File: config.mk
export PLATFORM = sky130hd
export DESIGN_NAME = smmu_mac
export DESIGN_NICKNAME = d
export VERILOG_FILES = /design/src/hw/rtl/smmu_pkg.sv /design/src/hw/rtl/smmu_mac.sv
export SDC_FILE = /design/constraint.sdc
export NUM_CORES = 2
export LEC_CHECK = 0
export BUFFER_PORTS_ARGS = -buffer_cell sky130_fd_sc_hd__buf_2
export CAP_MARGIN = 10
export CORE_MARGIN = 4
export CORE_UTILIZATION = 40
export CTS_BUF_LIST = sky130_fd_sc_hd__clkbuf_8 sky130_fd_sc_hd__clkbuf_16
export CTS_CLUSTER_DIAMETER = 120
export DETAILED_ROUTE_END_ITERATION = 12
export SLEW_MARGIN = 20
export SYNTH_ARGS = -nofsm -noshare
export SYNTH_HDL_FRONTEND = slang
export SYNTH_SLANG_ARGS = --single-unit
File: constraint.sdc
create_clock -name i_clk -period 21.6 [get_ports i_clk]
set_input_delay 4.32 -clock i_clk [delete_from_list [all_inputs] [get_ports i_clk]]
set_output_delay 4.32 -clock i_clk [all_outputs]
set_load 0.05 [all_outputs]
File: src/hw/rtl/smmu_pkg.sv
// Shared constants, types and helpers for the square matrix multiply unit.
// No dependencies; imported by every module of the block.
package smmu_pkg;

    // Matrix geometry
    localparam int MAX_SIZE = 16;
    localparam int IDX_W    = 4;
    localparam int SIZE_W   = 5;
    localparam int ADDR_W   = 2 * IDX_W;
    localparam int DEPTH    = MAX_SIZE * MAX_SIZE;

    // Datapath widths
    localparam int ELEM_W = 32;
    localparam int PROD_W = 2 * ELEM_W;
    localparam int ACC_W  = PROD_W + 4;

    // Stream payload widths
    localparam int IN_DATA_W  = 40;
    localparam int IN_USER_W  = 2;
    localparam int OUT_DATA_W = 72;

    // Request kinds carried in tuser
    localparam logic [IN_USER_W-1:0] FUNC_LOAD_A = 2'd0;
    localparam logic [IN_USER_W-1:0] FUNC_LOAD_B = 2'd1;
    localparam logic [IN_USER_W-1:0] FUNC_ROW    = 2'd2;

    // Register index of the size register
    localparam logic REG_SIZE = 1'b0;

    localparam logic [SIZE_W-1:0] SIZE_MAX   = SIZE_W'(MAX_SIZE);
    localparam logic [SIZE_W-1:0] SIZE_RESET = SIZE_W'(16);

    // Control that travels with one multiply-accumulate term
    typedef struct packed {
        logic vld;
        logic first;
        logic last;
    } t_mac_ctl;

    // Clamp the exact sum to the signed 64-bit range
    function automatic logic [PROD_W-1:0] sat_sum(input logic [ACC_W-1:0] sum);
        logic [PROD_W-1:0] res;
        res = sum[PROD_W-1:0];
        if (!sum[ACC_W-1] && (|sum[ACC_W-2:PROD_W-1])) begin
            res = {1'b0, {(PROD_W-1){1'b1}}};
        end else if (sum[ACC_W-1] && !(&sum[ACC_W-2:PROD_W-1])) begin
            res = {1'b1, {(PROD_W-1){1'b0}}};
        end
        return res;
    endfunction

endpackage

File: src/hw/rtl/smmu_mac.sv
// Multiply-accumulate datapath: registered product, exact wide sum, saturation.
// Depends on smmu_pkg; fed by the element stores and the sequencer.
module smmu_mac
    import smmu_pkg::*;
(
    input  logic              i_clk,
    input  logic              i_rst_n,
    input  t_mac_ctl          i_ctl,
    input  logic [ELEM_W-1:0] i_a,
    input  logic [ELEM_W-1:0] i_b,
    output logic              o_done,
    output logic [PROD_W-1:0] o_result
);

    t_mac_ctl          r_rd_ctl;
    t_mac_ctl          r_mul_ctl;
    logic [PROD_W-1:0] r_prod;
    logic [ACC_W-1:0]  r_acc;
    logic              r_done;
    logic [ACC_W-1:0]  prod_ext;

    assign prod_ext = {{(ACC_W-PROD_W){r_prod[PROD_W-1]}}, r_prod};

    // Control follows the data through the read and multiply stages
    always_ff @(posedge i_clk) begin
        if (!i_rst_n) begin
            r_rd_ctl  <= '0;
            r_mul_ctl <= '0;
            r_done    <= 1'b0;
        end else begin
            r_rd_ctl  <= i_ctl;
            r_mul_ctl <= r_rd_ctl;
            r_done    <= r_mul_ctl.vld && r_mul_ctl.last;
        end
    end

    // Multiply stage
    always_ff @(posedge i_clk) begin
        r_prod <= PROD_W'($signed(i_a) * $signed(i_b));
    end

    // Accumulate; hold the sum after the last term until the next first term
    always_ff @(posedge i_clk) begin
        if (r_mul_ctl.vld) begin
            r_acc <= r_mul_ctl.first ? prod_ext : r_acc + prod_ext;
        end
    end

    assign o_done   = r_done;
    assign o_result = sat_sum(r_acc);

endmodule

== Word-level counts from Yosys, hierarchy flattened ==
Cells that the tools add are included.
Word-level totals
  register bits: 139
  bits of input ports: 69
  output and inout bits: 65
  logic and storage cells: 21
Cells by class
  add/sub/neg operators: 1
  $mul: 1
  muxes and demuxes: 3
  reduce and logical (&&, ||, !) cells: 7
Operators by type and width (count)
  64-bit 2-to-1 mux: 2
  68-bit adder: 1
  68-bit 2-to-1 mux: 1
  32-bit by 32-bit multiplier with 64-bit output: 1
  4-bit AND reduction: 1
  4-bit OR reduction: 1
  1-bit logical AND: 3
  1-bit zero test: 2

== Longest topological paths before layout ==
  word-level depth: 5
  mapped depth: 29

== Worst setup path after synthesis ==
Ideal clock, no wire load.
  path type: input port to flip-flop
  start point: in i_a[31]
  end point: reg r_prod[60]
  data arrival time: 11545 ps
  data required time: 21528 ps
  path slack: 9983 ps
  stages: 28
  cells stage by stage: clkbuf_1 -> nand2_1 -> inv_1 -> fa_1 -> inv_1 -> fa_1 -> inv_1 -> fa_1 -> fa_1 -> inv_1 -> fa_1 -> inv_1 -> fa_1 -> inv_1 -> fa_1 -> inv_1 -> fa_1 -> ha_1 -> clkbuf_1 -> a21o_1 -> a21o_1 -> a21oi_1 -> nand2_1 -> a21o_1 -> a21oi_1 -> nor2b_1 -> a311oi_1 -> xnor2_1
Between the ends
  longest elaborated chain between the ends: 1
RTL lines
  start, declared: line smmu_mac.sv:9  | input logic [ELEM_W-1:0] i_a,
  32-bit by 32-bit multiplier with 64-bit output: line smmu_mac.sv:39  | r_prod <= PROD_W'($signed(i_a) * $signed(i_b));
  end signal, assigned: line smmu_mac.sv:39
  end, declared: line smmu_mac.sv:17  | logic [PROD_W-1:0] r_prod;
No other way between the ends.
A chain may end at the register's enable or synchronous reset.

== Worst setup path after layout ==
  start point: in i_b[9]
  end point: reg r_prod[62]
Between the ends
  longest elaborated chain between the ends: 1
RTL lines
  start, declared: line smmu_mac.sv:10  | input logic [ELEM_W-1:0] i_b,
  32-bit by 32-bit multiplier with 64-bit output: line smmu_mac.sv:39
No other way between the ends.

==> results.json <==
{
  "die_y_um": 343,
  "io_buffer_count": 133,
  "rsz0062_at_grt": "no",
  "core_um2": 111000,
  "cts_buffers": 17,
  "synthArstFlopShare_pct": 0,
  "clock_sinks": 139,
  "postCtsSetupBuffers": 0,
  "grt_pass1_wl_um": 199000,
  "r2r_slack_ps": 17370,
  "place_congestion": 0.871,
  "syn_nets": 6245,
  "layout.nets": 6160,
  "vias": 32265,
  "htreeDepth": 4,
  "tightest_slew_ps": 1090,
  "cap_violations": 0,
  "finalSetupViolCount": 0,
  "synth_cells": 4842,
  "dp_hpwl_um": 97900,
  "synth_edf_count": 68,
  "critPathTopFamily": "adder cells",
  "die-area_um2": 117000,
  "start_util_pct": 40.4,
  "clk_latency_ps": 440,
  "hold_violations": 0,
  "worstPathMaxFanout": 32,
  "timing.rr.start": "r_acc[0]$_DFFE_PP_",
  "via_per_inst": 5.15,
  "dp_cells": 6226,
  "final_common_cell": "fa_1",
  "crit_start": "i_b[9]",
  "grt_overflow_total": 0,
  "critical_path_class": "in -> reg",
  "ys_ff_latch": 139,
  "synthTopCellsByArea": "fa_1, inv_1, and2_1, ha_1, nand2_1",
  "io_pins": 134,
  "drtIter0Drc": 1847,
  "hold_class": "reg -> reg",
  "cp-end-kind": "register",
  "synth_area_um2": 44800,
  "path_depth": 25,
  "finalCritPeriodShare_pct": 55.8,
  "drc": 0,
  "avgSynthCellArea_um2": 9.25,
  "grt_util_all_layers_pct": 21.6,
  "die_w_um": 343,
  "cts_buffer_depth": 2,
  "antenna_found_initial": 8,
  "fin_crit_ps": 12050,
  "crit_path_max_incr_delay_ps": 690,
  "ys_seq_area_share_pct": 7.73,
  "fin_cells": 6260,
  "syn_to_final_growth_pct": 5.27,
  "crit_slowest_cell": "buf_2",
  "totalWireLength_um": 122000,
  "synth.top_cell.area_share_pct": 48.4,
  "synth_top_area_cell": "fa_1",
  "synth_ff_type": "dfxtp_1",
  "worst-path-buf-inv": 5,
  "layout_common_cells": "fa_1, inv_1, nand2_1, and2_1, ha_1",
  "grt_max_degree": 110,
  "relSlewSlack_pct": 26.6,
  "finalClockSkew_ps": 16.4,
  "layout-drive-gt1-share_pct": 4.38,
  "fmax_mhz": 83.0,
  "path_clk_slew_ps": 70,
  "cp.required_ps": 21910,
  "arrival_ps": 12360,
  "wl_per_cell_um": 19.6,
  "crit_top_cell": "fa_1",
  "cp-endpoint": "r_prod[62]$_DFF_P_",
  "synth.yosys.warnings": 0,
  "postCtsHoldBufs": 0,
  "root_buffer": "clkbuf_16",
  "tritoncts": "yes",
  "drv_slew": 0,
  "ant_nets": 0,
  "cts_resized": 0,
  "cp-start-kind": "primary input",
  "tns_ps": 0,
  "dr.pass1.iters": 5,
  "rr_endpoint": "r_acc[66]$_DFFE_PP_",
  "reg2reg_depth": 13,
  "rows": 122,
  "status": "finished clean",
  "yosysUniqueCellTypes": 75,
  "grt_pass1_vias": 35339
}
worst reg2reg max path: cells and delay by family (launching register included):
kind	cells	cell delay (ps)
adder cells (fa/ha/maj)	2	600
flip-flops	1	350
AO/OA/AOI/OAI	7	2280
buffers and inverters	1	70
AND/OR/NAND/NOR	2	420
multiplexers	1	230
per-layer routing:
metal	vias up	share of wire (%)	track usage, %
li1	14393	-	-
met1	16708	44	29.4
met2	977	46	35.4
met3	183	7.0	4.15
met4	4	2.7	5.68
met5	-	0.019	0
state kept, by name, indices dropped and copies added, names as in the netlist:
signal / flops
o_done: 1
r_rd_ctl: 3
r_prod: 64
r_acc: 68
r_mul_ctl: 3
final cells by class:
| cell class | count | area [µm²] |
|---|---|---|
| fillers | 10998 | 63800 |
| multi-input cells | 3441 | 36600 |
| inverters | 1001 | 3760 |
| flip-flops and latches | 139 | 3470 |
| well taps | 1488 | 1860 |
| repair buffers | 157 | 846 |
| clock buffers | 20 | 500 |
| clock inverters | 12 | 121 |
| diodes | 2 | 5.00 |
logic make-up after synthesis:
family	Yosys count	share of synthesized area [%]
AO/OA/AOI/OAI	554	7.97
XOR/XNOR	123	2.40
flip-flops	139	7.73
multiplexers	6	0.140
buffers and inverters	1262	10.6
adder cells (fa/ha/maj)	1334	55.4
AND/OR/NAND/NOR	1424	15.8
cells in the mapped netlist (5+ instances only):
master / n
o22ai_1: 5
buf_2: 9
o31ai_1: 10
nor3b_1: 6
and3_1: 16
ha_1: 251
xnor2_1: 76
nand2b_1: 14
o21ai_1: 9
a211o_1: 5
nor4_1: 12
a21o_1: 72
a211oi_1: 20
xor2_1: 47
nand2_1: 609
and2_1: 532
nand4_1: 25
o21a_1: 77
inv_1: 1000
nor2_1: 109
o21bai_1: 25
nor3_1: 27
o21ai_0: 121
a21oi_1: 141
edfxtp_1: 68
fa_1: 1083
clkbuf_1: 249
a31oi_1: 17
nor2b_1: 15
dfxtp_1: 71
nand3_1: 40
per-stage QoR:
stage | hold WS [ps] | setup slack (ps) | cell area (µm²) | utilization, %
2_1_floorplan | 412 | 9980 | 44800 | -
3_3_place_gp | 416 | 9180 | 46500 | 41.9
3_5_place_dp | 418 | 9080 | 46500 | 41.9
4_1_cts | 434 | 9540 | 47200 | 42.5
5_1_grt | 445 | 9010 | 47200 | 42.5
6_report | 433 | 9550 | 47200 | 42.5
how the worst min path moves through the flow:
| stage | start | end | slack [ps] | depth (start not counted) |
|---|---|---|---|---|
| 3_5_place_dp | r_rd_ctl[0]$_SDFF_PN0_ | r_mul_ctl[0]$_SDFF_PN0_ | 420 | 1 |
| 3_3_place_gp | r_rd_ctl[0]$_SDFF_PN0_ | r_mul_ctl[0]$_SDFF_PN0_ | 420 | 1 |
| 2_1_floorplan | r_rd_ctl[0]$_SDFF_PN0_ | r_mul_ctl[0]$_SDFF_PN0_ | 410 | 1 |
| 5_1_grt | r_rd_ctl[2]$_SDFF_PN0_ | r_mul_ctl[2]$_SDFF_PN0_ | 440 | 1 |
| 4_1_cts | r_rd_ctl[0]$_SDFF_PN0_ | r_mul_ctl[0]$_SDFF_PN0_ | 430 | 1 |
| 6_report | r_rd_ctl[0]$_SDFF_PN0_ | r_mul_ctl[0]$_SDFF_PN0_ | 430 | 1 |
Power is not shown: default switching activity piles up to over one toggle a cycle in this logic, so the estimate is an artifact.
