File: src/hw/rtl/smmu_pkg.sv
// Shared constants, types and helpers for the square matrix multiply unit.
// No dependencies; imported by every module of the block.
package smmu_pkg;

    // Matrix geometry
    localparam int MAX_SIZE = 16;
    localparam int IDX_W    = 4;
    localparam int SIZE_W   = 5;
    localparam int ADDR_W   = 2 * IDX_W;
    localparam int DEPTH    = MAX_SIZE * MAX_SIZE;

    // Datapath widths
    localparam int ELEM_W = 32;
    localparam int PROD_W = 2 * ELEM_W;
    localparam int ACC_W  = PROD_W + 4;

    // Stream payload widths
    localparam int IN_DATA_W  = 40;
    localparam int IN_USER_W  = 2;
    localparam int OUT_DATA_W = 72;

    // Request kinds carried in tuser
    localparam logic [IN_USER_W-1:0] FUNC_LOAD_A = 2'd0;
    localparam logic [IN_USER_W-1:0] FUNC_LOAD_B = 2'd1;
    localparam logic [IN_USER_W-1:0] FUNC_ROW    = 2'd2;

    // Register index of the size register
    localparam logic REG_SIZE = 1'b0;

    localparam logic [SIZE_W-1:0] SIZE_MAX   = SIZE_W'(MAX_SIZE);
    localparam logic [SIZE_W-1:0] SIZE_RESET = SIZE_W'(16);

    // Control that travels with one multiply-accumulate term
    typedef struct packed {
        logic vld;
        logic first;
        logic last;
    } t_mac_ctl;

    // Clamp the exact sum to the signed 64-bit range
    function automatic logic [PROD_W-1:0] sat_sum(input logic [ACC_W-1:0] sum);
        logic [PROD_W-1:0] res;
        res = sum[PROD_W-1:0];
        if (!sum[ACC_W-1] && (|sum[ACC_W-2:PROD_W-1])) begin
            res = {1'b0, {(PROD_W-1){1'b1}}};
        end else if (sum[ACC_W-1] && !(&sum[ACC_W-2:PROD_W-1])) begin
            res = {1'b1, {(PROD_W-1){1'b0}}};
        end
        return res;
    endfunction

endpackage

File: src/hw/rtl/smmu_seq.sv
// Request sequencer: decodes requests, drives store addresses, walks k and j
// for a row of C and holds the output register. Depends on smmu_pkg.
module smmu_seq
    import smmu_pkg::*;
(
    input  logic                  i_clk,
    input  logic                  i_rst_n,
    input  logic [SIZE_W-1:0]     i_size,
    input  logic                  i_s_tvalid,
    output logic                  o_s_tready,
    input  logic [IN_DATA_W-1:0]  i_s_tdata,
    input  logic [IN_USER_W-1:0]  i_s_tuser,
    output logic                  o_m_tvalid,
    input  logic                  i_m_tready,
    output logic [OUT_DATA_W-1:0] o_m_tdata,
    output logic                  o_m_tlast,
    output logic                  o_a_we,
    output logic                  o_b_we,
    output logic [ADDR_W-1:0]     o_waddr,
    output logic [ELEM_W-1:0]     o_wdata,
    output logic [ADDR_W-1:0]     o_a_raddr,
    output logic [ADDR_W-1:0]     o_b_raddr,
    output t_mac_ctl              o_iss,
    input  logic                  i_mac_done,
    input  logic [PROD_W-1:0]     i_mac_result
);

    typedef enum logic [1:0] {
        S_IDLE,
        S_RUN,
        S_WAIT,
        S_PUSH
    } t_state;

    t_state            r_state, n_state;
    logic [IDX_W-1:0]  r_row, n_row;
    logic [IDX_W-1:0]  r_col, n_col;
    logic [IDX_W-1:0]  r_k, n_k;
    logic [SIZE_W-1:0] r_n, n_n;
    logic              r_out_vld, n_out_vld;
    logic [IDX_W-1:0]  r_out_row, n_out_row;
    logic [IDX_W-1:0]  r_out_col, n_out_col;
    logic [PROD_W-1:0] r_out_val, n_out_val;
    logic              r_out_last, n_out_last;

    logic [IDX_W-1:0]  in_row;
    logic [IDX_W-1:0]  in_col;
    logic              in_acc;
    logic              in_rng;
    logic              k_last;
    logic              col_last;

    // Request decode
    assign in_row = i_s_tdata[IDX_W-1:0];
    assign in_col = i_s_tdata[2*IDX_W-1:IDX_W];
    assign in_acc = i_s_tvalid && o_s_tready;
    assign in_rng = ({1'b0, in_row} < i_size) && ({1'b0, in_col} < i_size);

    assign o_s_tready = (r_state == S_IDLE);

    // Element loads go straight into the stores
    assign o_a_we  = in_acc && (i_s_tuser == FUNC_LOAD_A) && in_rng;
    assign o_b_we  = in_acc && (i_s_tuser == FUNC_LOAD_B) && in_rng;
    assign o_waddr = {in_row, in_col};
    assign o_wdata = i_s_tdata[2*IDX_W+ELEM_W-1:2*IDX_W];

    // Read A[row][k] and B[k][col]
    assign o_a_raddr   = {r_row, r_k};
    assign o_b_raddr   = {r_k, r_col};
    assign o_iss.vld   = (r_state == S_RUN);
    assign o_iss.first = (r_k == '0);
    assign o_iss.last  = k_last;

    assign k_last   = ({1'b0, r_k} == r_n - SIZE_W'(1));
    assign col_last = ({1'b0, r_col} == r_n - SIZE_W'(1));

    // Next state
    always_comb begin
        n_state    = r_state;
        n_row      = r_row;
        n_col      = r_col;
        n_k        = r_k;
        n_n        = r_n;
        n_out_vld  = r_out_vld && !i_m_tready;
        n_out_row  = r_out_row;
        n_out_col  = r_out_col;
        n_out_val  = r_out_val;
        n_out_last = r_out_last;
        case (r_state)
            S_IDLE: begin
                if (in_acc && (i_s_tuser == FUNC_ROW) && ({1'b0, in_row} < i_size)) begin
                    n_row   = in_row;
                    n_col   = '0;
                    n_k     = '0;
                    n_n     = i_size;
                    n_state = S_RUN;
                end
            end
            S_RUN: begin
                if (k_last) begin
                    n_state = S_WAIT;
                end else begin
                    n_k = r_k + IDX_W'(1);
                end
            end
            S_WAIT: begin
                if (i_mac_done) begin
                    n_state = S_PUSH;
                end
            end
            S_PUSH: begin
                // Load the result once the output register frees up
                if (!r_out_vld || i_m_tready) begin
                    n_out_vld  = 1'b1;
                    n_out_row  = r_row;
                    n_out_col  = r_col;
                    n_out_val  = i_mac_result;
                    n_out_last = col_last;
                    if (col_last) begin
                        n_state = S_IDLE;
                    end else begin
                        n_col   = r_col + IDX_W'(1);
                        n_k     = '0;
                        n_state = S_RUN;
                    end
                end
            end
            default: n_state = S_IDLE;
        endcase
    end

    // State and registered outputs
    always_ff @(posedge i_clk) begin
        if (!i_rst_n) begin
            r_state   <= S_IDLE;
            r_out_vld <= 1'b0;
        end else begin
            r_state    <= n_state;
            r_out_vld  <= n_out_vld;
            r_row      <= n_row;
            r_col      <= n_col;
            r_k        <= n_k;
            r_n        <= n_n;
            r_out_row  <= n_out_row;
            r_out_col  <= n_out_col;
            r_out_val  <= n_out_val;
            r_out_last <= n_out_last;
        end
    end

    assign o_m_tvalid = r_out_vld;
    assign o_m_tdata  = {r_out_val, r_out_col, r_out_row};
    assign o_m_tlast  = r_out_last;

endmodule

File: config.mk
export PLATFORM = sky130hd
export DESIGN_NAME = smmu_seq
export DESIGN_NICKNAME = d
export VERILOG_FILES = /design/src/hw/rtl/smmu_pkg.sv /design/src/hw/rtl/smmu_seq.sv
export SDC_FILE = /design/constraint.sdc
export NUM_CORES = 1
export LEC_CHECK = 0
export ABC_CLOCK_PERIOD_IN_PS = 4900
export BUFFER_PORTS_ARGS = -buffer_cell sky130_fd_sc_hd__buf_2
export CAP_MARGIN = 0
export CORE_ASPECT_RATIO = 1.25
export CORE_MARGIN = 4
export CORE_UTILIZATION = 43
export CTS_CLUSTER_SIZE = 30
export DETAILED_ROUTE_END_ITERATION = 7
export GPL_TIMING_DRIVEN = 0
export PLACE_DENSITY = 0.8
export REMOVE_ABC_BUFFERS = 1
export SLEW_MARGIN = 20
export SYNTH_ARGS = -nofsm -noshare
export SYNTH_HDL_FRONTEND = slang
export SYNTH_SLANG_ARGS = --single-unit
File: constraint.sdc
create_clock -name i_clk -period 4.9 [get_ports i_clk]
set_input_delay 0.245 -clock i_clk [delete_from_list [all_inputs] [get_ports i_clk]]
set_output_delay 0.245 -clock i_clk [all_outputs]
set_load 0.02 [all_outputs]
[Yosys cells after proc, flatten, opt, wreduce, memory -nomap -nowiden]
Index checks and enable logic that the tools add are counted.
Cells by class
  add/sub/neg operators: 3
  multiply operators: 0
  divide/modulo/power cells: 0
  order comparisons: 2
  equal/unequal tests: 13
  shifts and indexed selects: 0
  muxes and demuxes: 16
  bitwise operators: 0
  reduce and logical (&&, ||, !) cells: 22
Operator list (number)
  $mux 4: 6
  $pmux 4 s3: 1
  $eq 4x5->1: 2
  $lt 4x5->1: 2
  $logic_and 1x1->1: 9
  $add 4x1->4 const B: 2
  $mux 2: 4
  $ne 2x2->1 const B: 4
  $pmux 2 s4: 1
  $pmux 4 s2: 1
  $eq 2x2->1 const B: 3
  $reduce_and 3->1: 2
  $reduce_and 6->1: 1
  $reduce_and 5->1: 1
  $sub 5x1->5 const B: 1
  $eq 2x1->1 const B: 2
  $logic_not 2->1: 2
  $logic_not 4->1: 1
  $ne 2x1->1 const B: 2
  $reduce_and 4->1: 1
  $mux 1: 3
  $reduce_bool 3->1: 1
  $logic_not 1->1: 2
  $reduce_bool 2->1: 1
  $logic_or 1x1->1: 1
Storage, ports and cells
  register bits: 93
  bits in latches: 0
  memory bits (writable): 0
  memory bits (read-only): 0
  output and inout port bits: 136
  memories: 0

[Depth between registers and ports, before layout]
  word-level depth: 6
  depth in mapped cells: 8

[Least setup slack after synthesis]
Ideal clock, no wire load.
  path type: register to register
  start: register r_state[1]
  end: register r_out_last, in the netlist o_m_tlast (enable)
  library setup time: 504 ps
  arrival: 3900 ps
  slack: 495 ps
  stages on the path, launching flop included: 5
  clock period less this slack: 4405 ps
  path through: dfxtp_1 > ha_1 > clkbuf_1 > nand2_1 > nor2_1
Between the ends
  longest elaborated chain between the ends: 2
Ends and longest elaborated chain
  start, declared: RTL line smmu_seq.sv:35  | t_state r_state, n_state;
  start signal, assigned: RTL line smmu_seq.sv:138  | r_state <= n_state;
  $eq 2x2->1: RTL line smmu_seq.sv:89  | case (r_state)
  $reduce_and 3->1 (no line)
  end signal, assigned: RTL line smmu_seq.sv:147  | r_out_last <= n_out_last;
  end, declared: RTL line smmu_seq.sv:44  | logic r_out_last, n_out_last;
No other way between the ends.
A chain may end at the register's enable or synchronous reset.

[Worst setup path after layout]
  start: register r_n[0]
  end: register r_k[3] (enable)
Between the ends
  longest elaborated chain between the ends: 4
Ends and longest elaborated chain
  start, declared: RTL line smmu_seq.sv:39  | logic [SIZE_W-1:0] r_n, n_n;
  start signal, assigned: RTL line smmu_seq.sv:143  | r_n <= n_n;
  $sub 5x1->5: RTL line smmu_seq.sv:75  | assign col_last = ({1'b0, r_col} == r_n - SIZE_W'(1));
  $eq 4x5->1: RTL line smmu_seq.sv:75
  via col_last: RTL line smmu_seq.sv:51  | logic col_last;
  $ne 2x2->1 (no line)
  $reduce_and 6->1 (no line)
  end signal, assigned: RTL line smmu_seq.sv:142  | r_k <= n_k;
  end, declared: RTL line smmu_seq.sv:38  | logic [IDX_W-1:0] r_k, n_k;
The timed path passes the listed nets, and every way through them passes these cells.

==> metrics.md <==
| Metric | Value |
|---|---|
| Status | `complete, no violations` |
| Initial Util | `0.448` |
| Rows | `38` |
| Area added between synthesis and finish | `25.5%` |
| Via-to-Cell Ratio | `4.81` |
| Synth Area per Inst | `16.3 sq um` |
| Post-route ant nets | `0` |
| Io pins | `252` |
| Iter 0 DRT Violations | `110` |
| Root buffer cell | `clkbuf_8` |
| Buffers on Ports | `187` |
| Fin. max-slew vios | `0` |
| R2r endpoint | `r_k[3]` |
| Postcts setup bufs | `0` |
| Die area | `10800 sq um` |
| Total core area | `8800 sq um` |
| Clk_lat worst skew | `0.34 ns` |
| Clk_skew | `0.00841 ns` |
| Gpl congestion | `0.737` |
| Hold Crit Class | `input pin to register` |
| TritonCTS clock tree | `built` |
| Slew HR | `0.569` |
| Synth Warn # | `0` |
| WP data required | `4.89 ns` |
| Setup-failing EPs final | `0` |
| Most frequent cells in the layout | `buf_2 (187), edfxtp_1 (90), ha_1 (16), inv_1 (13), clkbuf_8 (9)` |
| GR Util All Layers | `0.173` |
| Share of the synthesized area in the top cell type | `0.685` |
| Max Cap Viol | `0` |
| RSZ-0062 raised after global routing | `false` |
| Initial antenna violation count | `0` |
| Placed insts | `506` |
| Residual DRC | `0` |
| R2R cell count | `8` |
| HPWL Detailed | `8060 um` |
| Worst slew pin tran | `0.643 ns` |
| Path type of the worst setup path | `register to register` |
| Count of final hold-check violations | `0` |
| Power Density | `342 nW/um^2` |
| WHS Endpoint | `r_out_val[59]` |
| PostCTS Resize Cnt | `0` |
| Num CTS Buffers | `9` |
| CTS Sinks | `93` |
| P_leak | `0.00211 uW` |
| WHS Path Cells | `1` |
| Routed len/inst | `19.1 um` |
| Longest Clk Path Bufs | `2` |
| Max Freq | `0.377 GHz` |
| Via count | `2510` |
| Register bit total from synthesis | `93` |
| Ys flop type | `edfxtp_1` |
| Worst vdd ir | `0.000162 V` |
| Post-synth cell types | `38` |
| Worst setup margin | `2.25 ns` |
| Launch point of the worst reg-to-reg path | `r_n[0]` |
| Post-synth design cell area | `3940 sq um` |
| Vias in the first global route | `2443` |
| CTS Hold Buffers Added | `0` |
| First-pass GRT wire length | `13500 um` |
| Global route overflow | `0` |
| Fin crit period | `2.65 ns` |
| Initial DRT Pass Iterations | `4` |
| Register area share after synthesis | `0.701` |
| Area contributors post-synth | `edfxtp_1 (69%), buf_4 (8.6%), ha_1 (5.1%), xnor2_1 (1.6%), dfxtp_1 (1.5%)` |
| Share of flip-flops with an asynchronous set or reset | `0` |
| CP Launch Type | `register` |
| Largest net degree at the start of global routing | `23` |
| Worst hold start | `i_mac_result[59]` |
| CP max FO | `5` |
| Final non-filler cell total | `522` |
| Mapped Cells | `242` |
| Total negative setup slack | `0 ns` |
| Number of synthesized flops with an enable pin | `90` |
| Ant diodes | `0` |
| R2R Setup Slk | `2.25 ns` |
| CTS clock-pin slew for the worst setup and hold paths | `0.09 ns` |
| Filler cell count | `711` |
| Pre-CTS setup slack | `2.26 ns` |
| Final net count | `529` |
| Die height | `115 um` |
| Most common cell after layout, fill and taps aside | `buf_2` |
| Drt total wl | `9980 um` |
| Area leader, netlist | `edfxtp_1` |
| Die Wd | `93.7 um` |
| CP Capture Type | `register` |
| Share of cells above drive strength 1 | `0.530` |
| Htree depth | `3` |
| Tcrit/Tclk final | `0.541` |
| Arrival time worst endpoint | `2.64 ns` |
-- state kept, by name (all words and copies together) (netlist names) --
name	count
o_m_tlast	1
o_m_tvalid	1
r_col	4
r_k	4
r_n	5
r_out_col	4
r_out_row	4
r_out_val	64
r_row	4
r_state	2
-- worst max-delay path, cell delays in order, from the launching register on --
cell       delay (ns)
edfxtp_1         0.45
inv_1            0.07
ha_1             0.26
nor3b_1          0.18
and3_1           0.19
o311a_1          0.37
nor2_1           0.15
nor2b_1          0.08
a2111oi_2        0.55
-- worst max path at each step --
stage,start,to,cells after the start
final,r_n[0],r_k[3],8
after global routing,r_n[0],r_k[3],8
after CTS,r_n[0],r_k[3],8
after detailed placement,r_n[0],r_k[3],8
after global placement,r_state[1],r_out_val[34],3
after floorplan,r_state[1],o_m_tlast,3
-- synthesized netlist by cell type, types with 2 or more instances --
cell type	instances
a21o_1	2
and2_1	6
buf_4	45
dfxtp_1	3
edfxtp_1	90
ha_1	16
inv_1	13
mux2i_1	2
nand2_1	5
nand2b_1	2
nand3_1	2
nor2_1	9
nor2b_1	7
nor3_1	4
nor3b_1	2
o21a_1	2
o21ai_0	2
xnor2_1	7
xnor3_1	2
xor2_1	3
-- cell families after synthesis --
group	share of synthesized area
AOI/OAI and AO/OA	0.0425
xor gates and xnor gates	0.0397
adders and majority gates	0.0508
buffers and inverters	0.0990
DFF	0.701
muxes	0.00508
and+or+nand+nor	0.0625
-- area by class of cell --
type                            instances  area [sq um]  share of cell area
Multi-Input combinational cell         90           803               0.162
Clock buffer                           10           128              0.0258
Clock inverter                          6          37.5             0.00759
Sequential cell                        93          2760               0.558
Timing Repair Buffer                  190          1020               0.206
Tap cell                              120           150              0.0303
Inverter                               13          48.8             0.00986
-- per-layer routing --
| layer | part of all wire | vias to the layer above | track usage |
|---|---|---|---|
| met4 | 0.016 | 0 | 0.0674 |
| met1 | 0.38 | 1182 | 0.199 |
| li1 | - | 1138 | - |
| met3 | 0.14 | 11 | 0.0864 |
| met5 | 0 | - | 0.00926 |
| met2 | 0.47 | 179 | 0.276 |
-- report_power, final --
| group | total (uW) | internal [uW] | switching (uW) |
|---|---|---|---|
| sequential | 943 | 911 | 32.2 |
| clock | 440 | 183 | 257 |
| combinational | 312 | 135 | 178 |
-- stage by stage --
step / utilization / instance area [sq um] / hold WS (ns) / power [uW]
detailed placement: 0.543 / 4780 / 0.423 / 1280
global placement: 0.533 / 4690 / 0.423 / 1260
finish: 0.563 / 4950 / 0.0678 / 1690
global route: 0.563 / 4950 / 0.0467 / 1770
floorplan: - / 3600 / 0.344 / 1150
CTS: 0.562 / 4940 / 0.0508 / 1710
Note: power is estimated with default switching activity, not from simulation.
